`config.mk`:
```
export PLATFORM = sky130hd
export DESIGN_NAME = energy_meter_window_top
export DESIGN_NICKNAME = d
export VERILOG_FILES = /design/src/rtl/core/emw_pkg.sv /design/src/rtl/core/emw_mul.sv /design/src/rtl/core/emw_div.sv /design/src/rtl/core/emw_sqrt.sv /design/src/rtl/core/energy_meter_window_top.sv
export SDC_FILE = /design/constraint.sdc
export NUM_CORES = 1
export LEC_CHECK = 0
export BUFFER_PORTS_ARGS = -buffer_cell sky130_fd_sc_hd__buf_4
export CAP_MARGIN = 20
export CELL_PAD_IN_SITES_DETAIL_PLACEMENT = 0
export CELL_PAD_IN_SITES_GLOBAL_PLACEMENT = 1
export CORE_ASPECT_RATIO = 0.8
export CORE_MARGIN = 2
export CORE_UTILIZATION = 35
export CTS_CLUSTER_DIAMETER = 30
export DETAILED_ROUTE_END_ITERATION = 7
export PLACE_DENSITY = 0.69
export SYNTH_ARGS = -nofsm -noshare
export SYNTH_HDL_FRONTEND = slang
export SYNTH_HIERARCHICAL = 1
export SYNTH_SLANG_ARGS = --single-unit
```
`constraint.sdc`:
```
create_clock -name clk_i -period 9.2 [get_ports clk_i]
set_input_delay 1.84 -clock clk_i [delete_from_list [all_inputs] [get_ports clk_i]]
set_output_delay 1.84 -clock clk_i [all_outputs]
set_load 0.01 [all_outputs]
```
`src/rtl/core/emw_pkg.sv`:
```
// Shared constants, widths and a helper function for the energy meter window block.
// Used by every module under rtl/core; depends on nothing.
package emw_pkg;

  // Window length in sample pairs.
  localparam int unsigned SAMPLES = 64;

  // Sample and register widths.
  localparam int unsigned SMP_W = 13;
  localparam int unsigned RES_W = 10;
  localparam int unsigned CNT_W = $clog2(SAMPLES);

  // Accumulator width: holds 4 * SAMPLES * 8191^2 for the largest window.
  localparam int unsigned ACC_W = 40;

  // Serial multiplier: the multiplier operand is shifted out one bit per cycle.
  localparam int unsigned MUL_A_W = SMP_W;
  localparam int unsigned MUL_B_W = 16;
  localparam int unsigned MUL_P_W = MUL_A_W + MUL_B_W;

  // Serial divider: one quotient bit per cycle over the full accumulator width.
  localparam int unsigned PWR_DIV = 4 * SAMPLES * 10000;
  localparam int unsigned DIV_D_W = $clog2(PWR_DIV + 1);
  localparam int unsigned RMS_DIV = 100;

  // Square root: two radicand bits per cycle.
  localparam int unsigned ROOT_W = ACC_W / 2;

  // Constants of the result scaling.
  localparam int unsigned INV_SQRT2_Q16 = 46341;
  localparam int unsigned Q16_SHIFT = 16;
  localparam int unsigned SAT_MAX = 999;
  localparam int unsigned OFFSET_RESET = 2100;

  // Configuration port.
  localparam int unsigned APB_AW = 3;
  localparam int unsigned APB_DW = 32;
  localparam logic REG_OFFSET_IDX = 1'b0;

  // Saturates a wide unsigned value at the largest result.
  function automatic logic [RES_W-1:0] sat_fn(input logic [ACC_W-1:0] val);
    logic [RES_W-1:0] res;
    if (val > ACC_W'(SAT_MAX)) begin
      res = RES_W'(SAT_MAX);
    end else begin
      res = val[RES_W-1:0];
    end
    return res;
  endfunction

endpackage

```
`src/rtl/core/emw_mul.sv`:
```
// Bit-serial shift-and-add multiplier, one multiplier bit per cycle.
// Depends on emw_pkg for operand widths.
module emw_mul (
  input  logic                        clk_i,
  input  logic                        rst_ni,
  input  logic                        start_i,
  input  logic [emw_pkg::MUL_A_W-1:0] a_i,
  input  logic [emw_pkg::MUL_B_W-1:0] b_i,
  output logic                        done_o,
  output logic [emw_pkg::MUL_P_W-1:0] prod_o
);

  localparam int unsigned MulCntW = $clog2(emw_pkg::MUL_A_W);

  logic [emw_pkg::MUL_P_W:0]   p_q, p_d;
  logic [emw_pkg::MUL_B_W-1:0] b_q;
  logic [emw_pkg::MUL_B_W:0]   hi_sum;
  logic [MulCntW-1:0]          cnt_q;
  logic                        busy_q;
  logic                        done_q;

  // Upper half plus the multiplicand when the current multiplier bit is set.
  assign hi_sum = p_q[emw_pkg::MUL_P_W:emw_pkg::MUL_A_W]
                + (p_q[0] ? {1'b0, b_q} : '0);
  assign p_d    = {1'b0, hi_sum, p_q[emw_pkg::MUL_A_W-1:1]};

  always_ff @(posedge clk_i or negedge rst_ni) begin
    if (!rst_ni) begin
      busy_q <= 1'b0;
      done_q <= 1'b0;
      cnt_q  <= '0;
    end else begin
      done_q <= 1'b0;
      if (start_i) begin
        busy_q <= 1'b1;
        cnt_q  <= '0;
      end else if (busy_q) begin
        cnt_q <= cnt_q + 1'b1;
        if (cnt_q == MulCntW'(emw_pkg::MUL_A_W - 1)) begin
          busy_q <= 1'b0;
          done_q <= 1'b1;
        end
      end
    end
  end

  always_ff @(posedge clk_i) begin
    if (start_i) begin
      p_q <= {{(emw_pkg::MUL_B_W + 1){1'b0}}, a_i};
      b_q <= b_i;
    end else if (busy_q) begin
      p_q <= p_d;
    end
  end

  assign done_o = done_q;
  assign prod_o = p_q[emw_pkg::MUL_P_W-1:0];

endmodule

```
`src/rtl/core/emw_div.sv`:
```
// Restoring divider that produces one quotient bit per cycle.
// Depends on emw_pkg for the dividend and divisor widths.
module emw_div (
  input  logic                        clk_i,
  input  logic                        rst_ni,
  input  logic                        start_i,
  input  logic [emw_pkg::ACC_W-1:0]   dividend_i,
  input  logic [emw_pkg::DIV_D_W-1:0] divisor_i,
  output logic                        done_o,
  output logic [emw_pkg::ACC_W-1:0]   quo_o
);

  localparam int unsigned DivCntW = $clog2(emw_pkg::ACC_W);

  logic [emw_pkg::DIV_D_W-1:0] rem_q;
  logic [emw_pkg::DIV_D_W-1:0] dvs_q;
  logic [emw_pkg::ACC_W-1:0]   quo_q;
  logic [emw_pkg::DIV_D_W:0]   trial;
  logic [emw_pkg::DIV_D_W:0]   diff;
  logic                        fits;
  logic [DivCntW-1:0]          cnt_q;
  logic                        busy_q;
  logic                        done_q;

  // Bring down the next dividend bit and try to subtract the divisor.
  assign trial = {rem_q, quo_q[emw_pkg::ACC_W-1]};
  assign diff  = trial - {1'b0, dvs_q};
  assign fits  = (trial >= {1'b0, dvs_q});

  always_ff @(posedge clk_i or negedge rst_ni) begin
    if (!rst_ni) begin
      busy_q <= 1'b0;
      done_q <= 1'b0;
      cnt_q  <= '0;
    end else begin
      done_q <= 1'b0;
      if (start_i) begin
        busy_q <= 1'b1;
        cnt_q  <= '0;
      end else if (busy_q) begin
        cnt_q <= cnt_q + 1'b1;
        if (cnt_q == DivCntW'(emw_pkg::ACC_W - 1)) begin
          busy_q <= 1'b0;
          done_q <= 1'b1;
        end
      end
    end
  end

  always_ff @(posedge clk_i) begin
    if (start_i) begin
      rem_q <= '0;
      dvs_q <= divisor_i;
      quo_q <= dividend_i;
    end else if (busy_q) begin
      rem_q <= fits ? diff[emw_pkg::DIV_D_W-1:0] : trial[emw_pkg::DIV_D_W-1:0];
      quo_q <= {quo_q[emw_pkg::ACC_W-2:0], fits};
    end
  end

  assign done_o = done_q;
  assign quo_o  = quo_q;

endmodule

```
`src/rtl/core/emw_sqrt.sv`:
```
// Digit-by-digit integer square root, two radicand bits per cycle.
// Depends on emw_pkg for the radicand and root widths.
module emw_sqrt (
  input  logic                       clk_i,
  input  logic                       rst_ni,
  input  logic                       start_i,
  input  logic [emw_pkg::ACC_W-1:0]  rad_i,
  output logic                       done_o,
  output logic [emw_pkg::ROOT_W-1:0] root_o
);

  localparam int unsigned SqCntW = $clog2(emw_pkg::ROOT_W);
  localparam int unsigned RemW   = emw_pkg::ROOT_W + 2;

  logic [emw_pkg::ACC_W-1:0]  rad_q;
  logic [emw_pkg::ROOT_W-1:0] root_q;
  logic [RemW-1:0]            rem_q;
  logic [RemW+1:0]            cand;
  logic [RemW+1:0]            trial;
  logic [RemW+1:0]            diff;
  logic                       fits;
  logic [SqCntW-1:0]          cnt_q;
  logic                       busy_q;
  logic                       done_q;

  // The partial remainder stays below twice the partial root, so it fits RemW bits.
  assign cand  = {rem_q, rad_q[emw_pkg::ACC_W-1 -: 2]};
  assign trial = {2'b00, root_q, 2'b01};
  assign diff  = cand - trial;
  assign fits  = (cand >= trial);

  always_ff @(posedge clk_i or negedge rst_ni) begin
    if (!rst_ni) begin
      busy_q <= 1'b0;
      done_q <= 1'b0;
      cnt_q  <= '0;
    end else begin
      done_q <= 1'b0;
      if (start_i) begin
        busy_q <= 1'b1;
        cnt_q  <= '0;
      end else if (busy_q) begin
        cnt_q <= cnt_q + 1'b1;
        if (cnt_q == SqCntW'(emw_pkg::ROOT_W - 1)) begin
          busy_q <= 1'b0;
          done_q <= 1'b1;
        end
      end
    end
  end

  always_ff @(posedge clk_i) begin
    if (start_i) begin
      rad_q  <= rad_i;
      root_q <= '0;
      rem_q  <= '0;
    end else if (busy_q) begin
      rad_q  <= {rad_q[emw_pkg::ACC_W-3:0], 2'b00};
      root_q <= {root_q[emw_pkg::ROOT_W-2:0], fits};
      rem_q  <= fits ? diff[RemW-1:0] : cand[RemW-1:0];
    end
  end

  assign done_o = done_q;
  assign root_o = root_q;

endmodule

```
`src/rtl/core/energy_meter_window_top.sv`:
```
// Energy meter window: real power, RMS voltage and peak current over windows of pairs.
// A pair that does not close a window takes two passes of the bit-serial multiplier
// before the next pair can be taken. The closing pair then takes three divider
// passes, the square root and two more multiplier passes.
// Reset: asynchronous, active low; clears the window and sets the offset to 2100 mV.
module energy_meter_window_top (
  input  logic                       clk_i,
  input  logic                       rst_ni,

  // Configuration port.
  input  logic                       psel,
  input  logic                       penable,
  input  logic                       pwrite,
  input  logic [emw_pkg::APB_AW-1:0] paddr,
  input  logic [emw_pkg::APB_DW-1:0] pwdata,
  output logic [emw_pkg::APB_DW-1:0] prdata,
  output logic                       pready,

  // Sample stream.
  input  logic                       s_axis_tvalid,
  output logic                       s_axis_tready,
  // [12:0] voltage_mv, [25:13] current_mv, [31:26] zero
  input  logic [31:0]                s_axis_tdata,

  // Result stream.
  output logic                       m_axis_tvalid,
  input  logic                       m_axis_tready,
  // [9:0] rms_tenths_volt, [19:10] peak_current_ma, [29:20] power_hundredths_watt,
  // [31:30] zero
  output logic [31:0]                m_axis_tdata
);

  localparam int unsigned SW = emw_pkg::SMP_W;
  localparam int unsigned RW = emw_pkg::RES_W;
  localparam int unsigned AW = emw_pkg::ACC_W;

  // The sequencer walks one arithmetic unit at a time through the work of a word.
  typedef enum logic [9:0] {
    S_IDLE     = 10'b00_0000_0001,
    S_MUL_PWR  = 10'b00_0000_0010,
    S_MUL_SQ   = 10'b00_0000_0100,
    S_MUL_WRAP = 10'b00_0000_1000,
    S_DIV_SQ   = 10'b00_0001_0000,
    S_SQRT     = 10'b00_0010_0000,
    S_DIV_RMS  = 10'b00_0100_0000,
    S_MUL_PEAK = 10'b00_1000_0000,
    S_DIV_PWR  = 10'b01_0000_0000,
    S_DONE     = 10'b10_0000_0000
  } state_e;

  state_e state_q, state_d;
  logic   go_q;

  logic [SW-1:0]               offset_q;
  logic [emw_pkg::CNT_W-1:0]   cnt_q;
  logic [SW-1:0]               first_v_q;
  logic [SW-1:0]               prev_i_q;
  logic [SW-1:0]               v_q;
  logic [SW-1:0]               i_q;
  logic [SW-1:0]               peak_q;
  logic [AW-1:0]               pwr_sum_q;
  logic [AW-1:0]               sq_sum_q;
  logic [AW-1:0]               work_q;
  logic [RW-1:0]               rms_res_q;
  logic [RW-1:0]               peak_res_q;
  logic [RW-1:0]               pwr_res_q;
  logic                        out_valid_q;
  logic [31:0]                 out_data_q;

  logic [SW-1:0]               in_v;
  logic [SW-1:0]               in_i;
  logic                        in_fire;
  logic                        out_fire;
  logic                        last_pair;
  logic                        emit;
  logic                        cfg_wr;
  logic [SW-1:0]               peak_above;

  // Arithmetic unit connections.
  logic                        mul_start;
  logic [emw_pkg::MUL_A_W-1:0] mul_a;
  logic [emw_pkg::MUL_B_W-1:0] mul_b;
  logic                        mul_done;
  logic [emw_pkg::MUL_P_W-1:0] mul_prod;
  logic [AW-1:0]               mul_twice;
  logic                        div_start;
  logic [AW-1:0]               div_dividend;
  logic [emw_pkg::DIV_D_W-1:0] div_divisor;
  logic                        div_done;
  logic [AW-1:0]               div_quo;
  logic                        sqrt_start;
  logic                        sqrt_done;
  logic [emw_pkg::ROOT_W-1:0]  sqrt_root;

  // Configuration register: one offset register, decoded on the word address.
  assign pready = 1'b1;
  assign cfg_wr = psel && penable && pwrite && (paddr[2] == emw_pkg::REG_OFFSET_IDX);
  assign prdata = (paddr[2] == emw_pkg::REG_OFFSET_IDX)
                ? {{(emw_pkg::APB_DW - SW){1'b0}}, offset_q} : '0;

  always_ff @(posedge clk_i or negedge rst_ni) begin
    if (!rst_ni) begin
      offset_q <= SW'(emw_pkg::OFFSET_RESET);
    end else if (cfg_wr) begin
      offset_q <= pwdata[SW-1:0];
    end
  end

  // Handshakes. A finished result waits in the output register while the
  // next window is gathered; only the closing step waits for it to drain.
  assign in_v          = s_axis_tdata[SW-1:0];
  assign in_i          = s_axis_tdata[2*SW-1:SW];
  assign s_axis_tready = (state_q == S_IDLE);
  assign in_fire       = s_axis_tvalid && s_axis_tready;
  assign out_fire      = m_axis_tvalid && m_axis_tready;
  assign m_axis_tvalid = out_valid_q;
  assign m_axis_tdata  = out_data_q;
  assign last_pair     = (cnt_q == emw_pkg::CNT_W'(emw_pkg::SAMPLES - 1));
  assign emit          = (state_q == S_DONE) && (!out_valid_q || m_axis_tready);

  // Peak current above the offset, clamped at zero.
  assign peak_above = (peak_q > offset_q) ? (peak_q - offset_q) : '0;
  assign mul_twice  = {{(AW - emw_pkg::MUL_P_W - 1){1'b0}}, mul_prod, 1'b0};

  // Sequencer.
  always_comb begin
    state_d = state_q;
    unique case (state_q)
      S_IDLE:     if (in_fire) state_d = S_MUL_PWR;
      S_MUL_PWR:  if (mul_done) state_d = S_MUL_SQ;
      S_MUL_SQ: begin
        if (mul_done) state_d = last_pair ? S_MUL_WRAP : S_IDLE;
      end
      S_MUL_WRAP: if (mul_done) state_d = S_DIV_SQ;
      S_DIV_SQ:   if (div_done) state_d = S_SQRT;
      S_SQRT:     if (sqrt_done) state_d = S_DIV_RMS;
      S_DIV_RMS:  if (div_done) state_d = S_MUL_PEAK;
      S_MUL_PEAK: if (mul_done) state_d = S_DIV_PWR;
      S_DIV_PWR:  if (div_done) state_d = S_DONE;
      S_DONE:     if (emit) state_d = S_IDLE;
      default:    state_d = S_IDLE;
    endcase
  end

  // Operand selection for the shared units.
  always_comb begin
    mul_a        = v_q;
    mul_b        = emw_pkg::MUL_B_W'(v_q);
    div_dividend = sq_sum_q;
    div_divisor  = emw_pkg::DIV_D_W'(emw_pkg::SAMPLES);
    unique case (state_q)
      S_MUL_PWR: begin
        // The cross term with the previous current is left out on the first pair.
        mul_b = emw_pkg::MUL_B_W'({1'b0, i_q}
              + ((cnt_q == '0) ? {(SW + 1){1'b0}} : {1'b0, prev_i_q}));
      end
      S_MUL_WRAP: begin
        mul_a = first_v_q;
        mul_b = emw_pkg::MUL_B_W'(i_q);
      end
      S_MUL_PEAK: begin
        mul_a = peak_above;
        mul_b = emw_pkg::MUL_B_W'(emw_pkg::INV_SQRT2_Q16);
      end
      S_DIV_RMS: begin
        div_dividend = work_q;
        div_divisor  = emw_pkg::DIV_D_W'(emw_pkg::RMS_DIV);
      end
      S_DIV_PWR: begin
        div_dividend = pwr_sum_q;
        div_divisor  = emw_pkg::DIV_D_W'(emw_pkg::PWR_DIV);
      end
      default: begin
      end
    endcase
  end

  // Each compute state starts its unit in its first cycle.
  assign mul_start  = go_q && ((state_q == S_MUL_PWR) || (state_q == S_MUL_SQ)
                    || (state_q == S_MUL_WRAP) || (state_q == S_MUL_PEAK));
  assign div_start  = go_q && ((state_q == S_DIV_SQ) || (state_q == S_DIV_RMS)
                    || (state_q == S_DIV_PWR));
  assign sqrt_start = go_q && (state_q == S_SQRT);

  always_ff @(posedge clk_i or negedge rst_ni) begin
    if (!rst_ni) begin
      state_q <= S_IDLE;
      go_q    <= 1'b0;
    end else begin
      state_q <= state_d;
      go_q    <= (state_d != state_q) && (state_d != S_IDLE) && (state_d != S_DONE);
    end
  end

  // Window state. Every window starts from cleared accumulators.
  always_ff @(posedge clk_i or negedge rst_ni) begin
    if (!rst_ni) begin
      cnt_q     <= '0;
      first_v_q <= '0;
      prev_i_q  <= '0;
      peak_q    <= '0;
      pwr_sum_q <= '0;
      sq_sum_q  <= '0;
    end else begin
      if (in_fire) begin
        if (cnt_q == '0) begin
          first_v_q <= in_v;
        end
        if (in_i > peak_q) begin
          peak_q <= in_i;
        end
      end
      if (mul_done && ((state_q == S_MUL_PWR) || (state_q == S_MUL_WRAP))) begin
        pwr_sum_q <= pwr_sum_q + mul_twice;
      end
      if (mul_done && (state_q == S_MUL_SQ)) begin
        sq_sum_q <= sq_sum_q + AW'(mul_prod);
        prev_i_q <= i_q;
        if (!last_pair) begin
          cnt_q <= cnt_q + 1'b1;
        end
      end
      if (emit) begin
        cnt_q     <= '0;
        first_v_q <= '0;
        prev_i_q  <= '0;
        peak_q    <= '0;
        pwr_sum_q <= '0;
        sq_sum_q  <= '0;
      end
    end
  end

  // Sample and intermediate registers.
  always_ff @(posedge clk_i) begin
    if (in_fire) begin
      v_q <= in_v;
      i_q <= in_i;
    end
    if (div_done && (state_q == S_DIV_SQ)) begin
      work_q <= div_quo;
    end
    if (sqrt_done) begin
      work_q <= AW'(sqrt_root);
    end
    if (div_done && (state_q == S_DIV_RMS)) begin
      rms_res_q <= emw_pkg::sat_fn(div_quo);
    end
    if (mul_done && (state_q == S_MUL_PEAK)) begin
      peak_res_q <= emw_pkg::sat_fn(AW'(mul_prod[emw_pkg::MUL_P_W-1:emw_pkg::Q16_SHIFT]));
    end
    if (div_done && (state_q == S_DIV_PWR)) begin
      pwr_res_q <= emw_pkg::sat_fn(div_quo);
    end
    if (emit) begin
      out_data_q <= {2'b00, pwr_res_q, peak_res_q, rms_res_q};
    end
  end

  // Output valid: set when the results are loaded, cleared once the word is taken.
  always_ff @(posedge clk_i or negedge rst_ni) begin
    if (!rst_ni) begin
      out_valid_q <= 1'b0;
    end else if (emit) begin
      out_valid_q <= 1'b1;
    end else if (out_fire) begin
      out_valid_q <= 1'b0;
    end
  end

  emw_mul u_mul (
    .clk_i   (clk_i),
    .rst_ni  (rst_ni),
    .start_i (mul_start),
    .a_i     (mul_a),
    .b_i     (mul_b),
    .done_o  (mul_done),
    .prod_o  (mul_prod)
  );

  emw_div u_div (
    .clk_i      (clk_i),
    .rst_ni     (rst_ni),
    .start_i    (div_start),
    .dividend_i (div_dividend),
    .divisor_i  (div_divisor),
    .done_o     (div_done),
    .quo_o      (div_quo)
  );

  emw_sqrt u_sqrt (
    .clk_i   (clk_i),
    .rst_ni  (rst_ni),
    .start_i (sqrt_start),
    .rad_i   (work_q),
    .done_o  (sqrt_done),
    .root_o  (sqrt_root)
  );

endmodule

```
# ---- After elaboration in Yosys (flattened, before gate mapping)
# Index checks and enable logic that the tools add are counted.
dict set report totals {
  regBits 508
  latch_bits 0
  ram_bits 0
  rom_bits 0
  input_bits 74
  output_inout_bits 67
  elab_cells 183
  n_memories 0
}
dict set report classes {
  add_sub_neg 11
  mul 0
  div 0
  n_lt_le_gt_ge 6
  eq_ne 18
  shifts 0
  mux 72
  bitwise 1
  n_reduce_logical 39
}
# cell n
set ops {}
lappend ops {{two-way mux 40 bit} 8}
lappend ops {{two-way mux 13 bit} 13}
lappend ops {{two-way mux 10 bit} 11}
lappend ops {{case mux 10 bit (10 select lines)} 1}
lappend ops {{case mux 40 bit (2 select lines)} 1}
lappend ops {{case mux 16 bit (3 select lines)} 1}
lappend ops {{two-way mux 22 bit} 2}
lappend ops {{case mux 22 bit (2 select lines)} 1}
lappend ops {{subtractor 22 bit} 2}
lappend ops {{adder 40 x 29 -> 40 bit} 1}
lappend ops {{adder 40 x 30 -> 40 bit} 1}
lappend ops {{> comparator 40 x 10 -> 1 bit (second input constant)} 1}
lappend ops {{two-way mux 20 bit} 2}
lappend ops {{two-way mux 6 bit} 5}
lappend ops {{> comparator 13 bit} 2}
lappend ops {{case mux 13 bit (2 select lines)} 1}
lappend ops {{greater-or-equal comparator 24 x 22 -> 1 bit} 1}
lappend ops {{greater-or-equal comparator 23 x 22 -> 1 bit} 1}
lappend ops {{two-way mux 1 bit} 20}
lappend ops {{nonzero test 2 bit} 10}
lappend ops {{adder 16 x 16 -> 17 bit} 1}
lappend ops {{logical AND 1 bit} 17}
lappend ops {{two-way mux 16 bit} 1}
lappend ops {{adder 13 x 13 -> 14 bit} 1}
lappend ops {{29 further kinds} 42}

# ---- Logic depth before layout (Yosys ltp)
# Gate-level depths: netlist (run 1).
dict set report logic_depth {
  depth_word 8
  ltp_mapped 16
  depth_no_buf 16
}

# ---- By module
# Netlist (run 1), hierarchy kept.
# mod n_inst cells_per_inst area_per_inst_um2 seq_area_each_um2
set modules_own_cells {}
lappend modules_own_cells {energy_meter_window_top 1 1693 16390.7 7318.3}
lappend modules_own_cells {emw_sqrt 1 453 4832.1 2217.1}
lappend modules_own_cells {emw_div 1 418 4750.8 2502.4}
lappend modules_own_cells {emw_mul 1 247 2725.1 1341.3}

# ---- Worst setup path before layout (run 1)
# Ideal clock, no wire load.
dict set report synth_path {
  path_type {flip-flop to flip-flop}
  startpoint {register state_q[2]}
  endpoint {register u_div.quo_q, in the netlist u_div/quo_o[0], enable pin}
  t_arrival_ns 4.009
  t_required_ns 8.806
  slack_ns 4.797
  path_stages_with_launch 11
  path_buffers 3
  cell_sequence {dfrtp_1 buf_2 nor4_4 nand2_2 or3_1 clkbuf_1 a21boi_0 nor2b_1 clkbuf_1 nor2_1 inv_1}
}
dict set report synth_between {
  elab_chain_cells 5
  elab_cells_between_ends 7
  cone_classes {3 x eq/ne; 4 x reduce/logical}
}
# item line_no
set synth_lines {}
lappend synth_lines {{from (decl)} energy_meter_window_top.sv:51} ;# state_e state_q, state_d;
lappend synth_lines {{from (signal assigned)} energy_meter_window_top.sv:190} ;# state_q <= state_d;
lappend synth_lines {{equality test 10 x 5 -> 1 bit / equality test 10 x 7 -> 1 bit (equally long branches)} energy_meter_window_top.sv:181} ;# assign div_start = go_q && ((state_q == S_DIV_SQ) || (state_q == S_DIV_RMS)
lappend synth_lines {{logical OR 1 bit} energy_meter_window_top.sv:181}
lappend synth_lines {{logical OR 1 bit *} energy_meter_window_top.sv:182} ;# || (state_q == S_DIV_PWR));
lappend synth_lines {{logical AND 1 bit *} energy_meter_window_top.sv:181}
lappend synth_lines {{net div_start} energy_meter_window_top.sv:86} ;# logic div_start;
lappend synth_lines {{nonzero test 2 bit (no line) *} --}
lappend synth_lines {{to (signal assigned)} emw_div.sv:54} ;# quo_q <= dividend_i;
lappend synth_lines {{to (signal assigned)} emw_div.sv:57} ;# quo_q <= {quo_q[emw_pkg::ACC_W-2:0], fits};
lappend synth_lines {{to (decl)} emw_div.sv:17} ;# logic [emw_pkg::ACC_W-1:0] quo_q;
# The timed path passes the listed nets; every way through them passes the cells marked *.
# A chain may end at the register's enable or synchronous reset.

# ---- Worst setup path in the final report (run 1)
dict set report layout_path {
  startpoint {register state_q[2]}
  endpoint {register u_div/rem_q[14] (netlist bit)}
}
dict set report layout_between {
  elab_chain_cells 4
  elab_cells_between_ends 6
  cone_classes {3 x eq/ne; 3 x reduce/logical}
}
# item line_no
set layout_lines {}
lappend layout_lines {{equality test 10 x 5 -> 1 bit / equality test 10 x 7 -> 1 bit (equally long branches)} energy_meter_window_top.sv:181}
lappend layout_lines {{logical OR 1 bit} energy_meter_window_top.sv:181}
lappend layout_lines {{logical OR 1 bit *} energy_meter_window_top.sv:182}
lappend layout_lines {{logical AND 1 bit *} energy_meter_window_top.sv:181}
lappend layout_lines {{net div_start} energy_meter_window_top.sv:86}
lappend layout_lines {{to (signal assigned)} emw_div.sv:56} ;# rem_q <= fits ? diff[emw_pkg::DIV_D_W-1:0] : trial[emw_pkg::DIV_D_W-1:0];
lappend layout_lines {{to (decl)} emw_div.sv:15} ;# logic [emw_pkg::DIV_D_W-1:0] rem_q;
# Marked as above.

==> results of run 1 <==
==> cell usage after synthesis, types with 10 or more instances <==
cell type  count  area [sq um]
a211oi_1      41           308
a21o_1        56           420
a21oi_1      177           886
a221oi_1      14           123
a222oi_1      39           390
a22oi_1       11          82.6
a31oi_1       15          93.8
and2_1        35           219
and3_1        27           169
buf_1         22          82.6
buf_2         13          65.1
buf_4         26           195
clkbuf_1      83           312
dfrtp_1      165          4130
dfxtp_1      100          2000
edfxtp_1     237          7120
ha_1         163          2040
inv_1        149           559
mux2_2       138          1550
mux2i_1       50           500
nand2_1      240           901
nand2b_1      36           225
nand3_1      103           515
nand4_1       32           200
nor2_1       207           777
nor2b_1       34           213
nor3_1        29           145
nor4_1        12          75.1
o211ai_1      15           113
o21a_1        25           188
o21ai_0      162           811
o21bai_1      11          82.6
o31ai_1       14           105
or2_2         10          62.6
or3_1         18           113
xnor2_1       61           534
xor2_1        78           683
==> power by group through the flow <==
stage / Combinational [mW] / Sequential, mW / Clock (mW)
6_report: 2.56 / 2.82 / 4.34
5_1_grt: 2.86 / 2.85 / 4.54
4_1_cts: 2.53 / 2.83 / 4.42
3_5_place_dp: 2.50 / 2.87 / 0
3_3_place_gp: 2.46 / 2.86 / 0
2_1_floorplan: 1.99 / 2.73 / 0
==> critical path, stage by stage (launching register included) <==
cell,delay [ns]
dfrtp_1,0.52
nor4_4,0.40
nand2_2,0.19
or3_1,0.38
buf_4,0.28
a21boi_0,0.24
nor2b_4,0.40
buf_4,0.47
buf_4,0.59
nand2b_1,0.35
inv_1,0.16
a32oi_1,0.23
o31ai_1,0.11
==> registers in the layout (all words and copies together) (netlist names), 29 cells and up <==
register      cells
u_div/quo_o      40
u_sqrt/rad_q     40
work_q           40
pwr_sum_q        39
sq_sum_q         40
u_mul/p_q        29
m_axis_tdata     30
==> cell type report <==
cell class	instances	area share, %
clock inverter	80	2.71
multi-input combinational	2041	41.0
sequential	507	38.5
timing repair buffer	122	2.74
inverter	152	1.65
tap	1092	3.93
clock buffer	149	9.43
==> metrics by stage <==
stage               utilization [%]  instance area [sq um]  hold WS (ns)
finish                         42.9                  34700         0.412
global route                   42.9                  34700         0.416
CTS                            42.9                  34700         0.408
detailed placement             37.7                  30500         0.406
global placement               37.7                  30500         0.407
floorplan                         -                  28800         0.400
==> logic make-up after synthesis <==
kind of cell	synth area share, %
compound gates	15.8
xor+xnor	4.24
fa+ha+maj	7.52
buf+inv	4.36
flops	46.6
mux	7.16
other cells	0.0262
simple gates	14.3
==> routing by layer <==
layer / wire length (microns) / part of all wire (%) / vias up
met5: 0 / 0 / -
met4: 1610 / 2.1 / 0
met3: 4140 / 5.4 / 128
met2: 33400 / 44 / 526
met1: 37100 / 49 / 10681
li1: - / - / 10593
==> final timing paths <==
path / from / endpoint / slack (ns) / cells past startpoint
hold / removal: pwr_res_q[2]$_DFFE_PP_ / m_axis_tdata[22]$_DFFE_PN_ / 0.41 / 0
setup / recovery: state_q[2]$_DFF_PN0_ / u_div/rem_q[14]$_SDFFE_PP0P_ / 4.68 / 12
min in group asynchronous: rst_ni / offset_q[7]$_DFFE_PN0P_ / 1.16 / 1
max in group asynchronous: rst_ni / u_div/cnt_q[4]$_DFFE_PN0P_ / 6.59 / 2
hold reg to reg: pwr_res_q[2]$_DFFE_PP_ / m_axis_tdata[22]$_DFFE_PN_ / 0.41 / 0
setup reg to reg: state_q[2]$_DFF_PN0_ / u_div/rem_q[14]$_SDFFE_PP0P_ / 4.68 / 12
==> impl_results.md, run 1 <==
* Status: complete, but fails checks
* Failing checks: DRC
* Fin. Hold Viols at 0
* Switch share at 32.2%
* CTS tree: done
* Max cap viols at 0
* Worst-Margin Slew at approximately 1.1 ns
* Inst Count DP at slightly below 4,000
* GR Util met1 at between 20% and 30%
* Largest net degree at the start of global routing at 74
* Clock Skews at ~0.034 ns
* Worst-path clk slew at 0.05 ns
* Die ar. at 84,300 sq um
* Drt first pass iters at 8
* Root Driver: clkbuf_16
* Flip-flop and latch count after synthesis at 507
* RSZ-0062 raised after global routing: false
* Final ANT Viol Nets at 0
* Initial Util at 35.5%
* Worst slack, placed at between 4 and 5 ns
* Synthesized cell area at 28,700 sq um
* Sequential cell area fraction in the yosys report at a little under half
* Crit share post-route at about half
* Leakage at approximately 14 nW
* Drt wl/cell at 18.4 microns
* Crit start category: register
* Num CTS Buffers at 120
* H-tree depth at 3
* Asr flop ratio synth at about 34%
* Post-route DRC at 7
* Post-synth EDFFs at approximately 240
* Cell variety after synth at between 100 and 150
* Most frequent cells in the layout: nand2_1 (239), edfxtp_1 (237), nor2_1 (207)
* Clock sink count at between 500 and 600
* Fillcell total at about 7,600
* Number of global-route vias before repair at around 22,000
* Diodes inserted at 0
* GR peak layer: met2
* Hold WC Path Type: reg2reg
* First-pass GRT wire length at roughly 120,000 microns
* Setup ws final at about 4.7 ns
* Peak supply drop at about 170 uV
* Most common cell after layout, fill and taps aside: nand2_1
* Int Pwr at ~6.6 mW
* IO buf count at between 90 and 100
* Max transition margin at between 20% and 30%
* Seq pwr share at 29.1%
* Fin crit period at between 4 and 5 ns
* Register area at 13,400 sq um
* Synthesized area per cell at about 10 sq um
* Gp weighted congestion at 0.878
* Setup Viol. Count Final at 0
* Clock share of power at between 40% and 50%
* Cell row count at 93
* Cells after synthesis at around 2,800
* Power Dens Cells at ~280 nW/um^2
* Post-CTS Setup Inserts at 0
* Max Clk Rate at ~220 MHz
* Met3 usage at ~3.3%
* WS Path Type: reg2reg
* Clock buffer depth at 3
* 1st-iter DRT viols at ~1,700
* Die height at 260 microns
* Top_reg_cell synth: edfxtp_1
* Worst Setup End Kind: register
* Multi-input combinational cell area at ~14,000 sq um
* Initial antenna violation count at 1
* CP arrival at ~5.1 ns
* Cts repair resizes at 0
* Final setup TNS at 0 ns
* Final Non-Filler Cells at between 4,000 and 5,000
* Syn-to-layout area delta at 21.0%
* Die X at 324 microns
* # hold bufs at CTS at 0
* Critical Path RT at around 9.7 ns
* Final WL at about 76,000 microns
* Fin. max-slew vios at 0
* Layout cells sized above 1 at ~18%
* Gr ovfl total at 0
* Max FO, Critical Path at between 40 and 50
* # IOs at approximately 140
* DR vias/cell at 5.29
* GRT Util Overall at between 10% and 20%
* Met2 Track Usage GR at between 20 and 30%
* Core area at between 80,000 and 90,000 sq um
* P_sw at between 3 and 4 mW
* Via count at 21,928
* DP HPWL at approximately 53,000 microns
* Synth Warn # at 6
* Final net count at 3,187
* Total power at 9.72 mW
* Logic gate share of total power at approximately a quarter
* Latest clock arrival within the worst-skew pair at 0.69 ns
(Power assumes the default switching activity.)
==> inputs of run 2 (changes only) <==
--- a/config.mk
+++ b/config.mk
@@ -14,7 +14,7 @@
 export CORE_UTILIZATION = 35
 export CTS_CLUSTER_DIAMETER = 30
 export DETAILED_ROUTE_END_ITERATION = 7
-export PLACE_DENSITY = 0.69
+export PLACE_DENSITY = 0.72
 export SYNTH_ARGS = -nofsm -noshare
 export SYNTH_HDL_FRONTEND = slang
 export SYNTH_HIERARCHICAL = 1
==> constraint.sdc (replaced) <==
create_clock -name clk_i -period 4.12 [get_ports clk_i]
set_input_delay 0.824 -clock clk_i [delete_from_list [all_inputs] [get_ports clk_i]]
set_output_delay 0.824 -clock clk_i [all_outputs]
set_load 0.01 [all_outputs]
==> run 2 against run 1 <==
  * The flow now finishes without violations
  * Non-clock buffer count increased by 12
  * Die area did not move
  * Clock power grew 120%
  * Worst setup slack worse by 4.4 ns
  * Final area is 0.26% lower
  * Count of clock-buffer cells in the layout down 10
  * Hold slack got worse by 0.23 ns
  * Utilization decreased by 0.11 points
  * Critical path depth increased by 4
  * Register-to-register slack lost 4.4 ns
  * First-iteration DRC count grew 6.4%
  * Sequential share of layout area rose by 0.11 points
  * Largest cell class unchanged
==> impl_results.md, run 2 (synthesis results as in run 1) <==
* Die X at 324 microns
* Hold WC Path Type: in2async
* Fillcell total at about 7,600
* Cells on worst reg2reg path at 16
* Peak supply drop at between 300 and 400 uV
* Setup Viol. Count Final at 0
* Syn-to-layout area delta at 20.7%
* Gp weighted congestion at approximately 0.87
* CP Cell Sequence: inv_1, ha_1, nand2b_1, nor4_2, buf_12, nor2b_1, ha_1, a21o_1, a21oi_1, o21bai_1, a2111oi_0, or3_1, nor2_1, o41ai_1, xnor2_1, o211ai_1
* Worst r2r src: cnt_q[0]$_DFFE_PN0P_
* Crit path depth at 16
* WS Path Type: reg2reg
* Status: complete, no violations
* Worst-path clk slew at approximately 0.05 ns
* Power Dens Cells at 616 nW/um^2
* Max Clk Rate at approximately 260 MHz
* 1st-iter DRT viols at 1,758
* Die ar. at 84,300 sq um
* Worst slack, placed at 0.314 ns
* Clock Skews at between 0.02 and 0.03 ns
* Worst Setup End Kind: register
* Latest clock arrival within the worst-skew pair at 0.68 ns
* Fin. max-slew vios at 0
* Buffers plus inverters on the worst setup path at 2
* Layout cells sized above 1 at between 10% and 20%
* Clock buffer depth at 3
* Final ANT Viol Nets at 0
* GRT Util Overall at 18.0%
* Max transition margin at 25.1%
* Fin. Hold Viols at 0
* Post-route DRC at 0
* Fin crit period at approximately 3.8 ns
* Initial Util at between 30% and 40%
* Gr ovfl total at 0
* Final net count at about 3,200
* RSZ-0062 raised after global routing: false
* Leakage at ~14 nW
* Root Driver: clkbuf_16
* Cell mode on critical path: ha_1
* Register area at about 13,000 sq um
* Crit path from: cnt_q[0]$_DFFE_PN0P_
* Crit share post-route at between 90 and 100%
* Most frequent cells in the layout: nand2_1 (239), edfxtp_1 (237), nor2_1 (207)
* CP arrival at around 4.3 ns
* Final setup TNS at 0 ns
* Most common cell after layout, fill and taps aside: nand2_1
* IO buf count at 91
* Via count at ~22,000
* Post-CTS Setup Inserts at 0
* # IOs at 141
* H-tree depth at 3
* Core area at 80,900 sq um
* Drt wl/cell at roughly 18 microns
* Cts repair resizes at 0
* Num CTS Buffers at between 100 and 150
* # hold bufs at CTS at 0
* DP HPWL at ~53,000 microns
* Setup slack, reg-to-reg at 0.28 ns
* Critical R2R Capture: u_mul/b_q[11]$_DFFE_PP_
* Critical Path RT at between 4 and 5 ns
* Initial antenna violation count at 0
* Drt first pass iters at 8
* Multi-input combinational cell area at between 10,000 and 15,000 sq um
* Crit path max-delay family: compound AO/OA/AOI/OAI gates
* DR vias/cell at around 5.2
* Clock sink count at 507
* First-pass GRT wire length at 120,000 microns
* Final Core Density at 42.8%
* Max cap viols at 0
* Final WL at around 76,000 microns
* Max FO, Critical Path at 14
* Number of global-route vias before repair at 21,084
* Diodes inserted at 0
* CP max-delay cell: o41ai_1
* Crit start category: register
* Cell row count at a little over 90
* Largest net degree at the start of global routing at between 80 and 90
* Setup ws final at between 0.2 and 0.3 ns
* Worst-Margin Slew at around 1.1 ns
* Die height at 260 microns
* Worst stage delay on the critical path at between 0.4 and 0.5 ns
* CTS tree: done
## run 2: final cells by class
type / instances / area share, %
Clock buffer: 139 / 8.53
Clock inverter: 73 / 3.02
Sequential cell: 507 / 38.6
Timing Repair Buffer: 134 / 3.12
Inverter: 152 / 1.65
Multi-Input combinational cell: 2041 / 41.1
Tap cell: 1092 / 3.94
## run 2: worst max-delay path by stage
stage                                          end  slack (ns)
after CTS                  u_mul/b_q[11]$_DFFE_PP_        0.28
after floorplan           u_div/quo_o[0]$_DFFE_PP_        0.12
after detailed placement   u_mul/b_q[11]$_DFFE_PP_        0.31
after global routing       u_mul/b_q[11]$_DFFE_PP_        0.07
after global placement     u_mul/b_q[11]$_DFFE_PP_        0.44
final                      u_mul/b_q[11]$_DFFE_PP_        0.28
## run 2: report_power, final
| part | switching, mW | internal [mW] | total, mW | leakage [nW] |
|---|---|---|---|---|
| registers | 0.526 | 5.76 | 6.29 | 4.52 |
| clock network | 2.97 | 6.40 | 9.37 | 1.92 |
| logic | 3.26 | 2.41 | 5.67 | 7.09 |
## run 2: routing by layer
layer	up-vias	global-route usage [%]	wire length [microns]	part of all wire (%)
met5	-	0	0	0
met4	0	4.96	1470	1.9
met1	10391	27.0	37800	50
met3	111	3.30	4130	5.4
li1	10589	-	-	-
met2	505	26.4	32400	43
## run 2: worst register-to-register path: stages (launching register included)
cell and delay [ns]:
dfrtp_1 0.42, inv_1 0.07, ha_1 0.14, nand2b_1 0.06
nor4_2 0.26, buf_12 0.20, nor2b_1 0.09, ha_1 0.28
a21o_1 0.16, a21oi_1 0.24, o21bai_1 0.12, a2111oi_0 0.46
or3_1 0.24, nor2_1 0.08, o41ai_1 0.49, xnor2_1 0.17
o211ai_1 0.09
## run 2: through the flow
step                      cell area [sq um]  instances  power [mW]  hold WS (ns)
final                                 34600       4138        21.3         0.182
after global routing                  34600       4138        22.5         0.231
after CTS                             34600       4137        21.5         0.199
after detailed placement              30600       3925        12.0         0.405
after global placement                30600       3925        12.0         0.402
after floorplan                       28800       2846        10.5         0.400
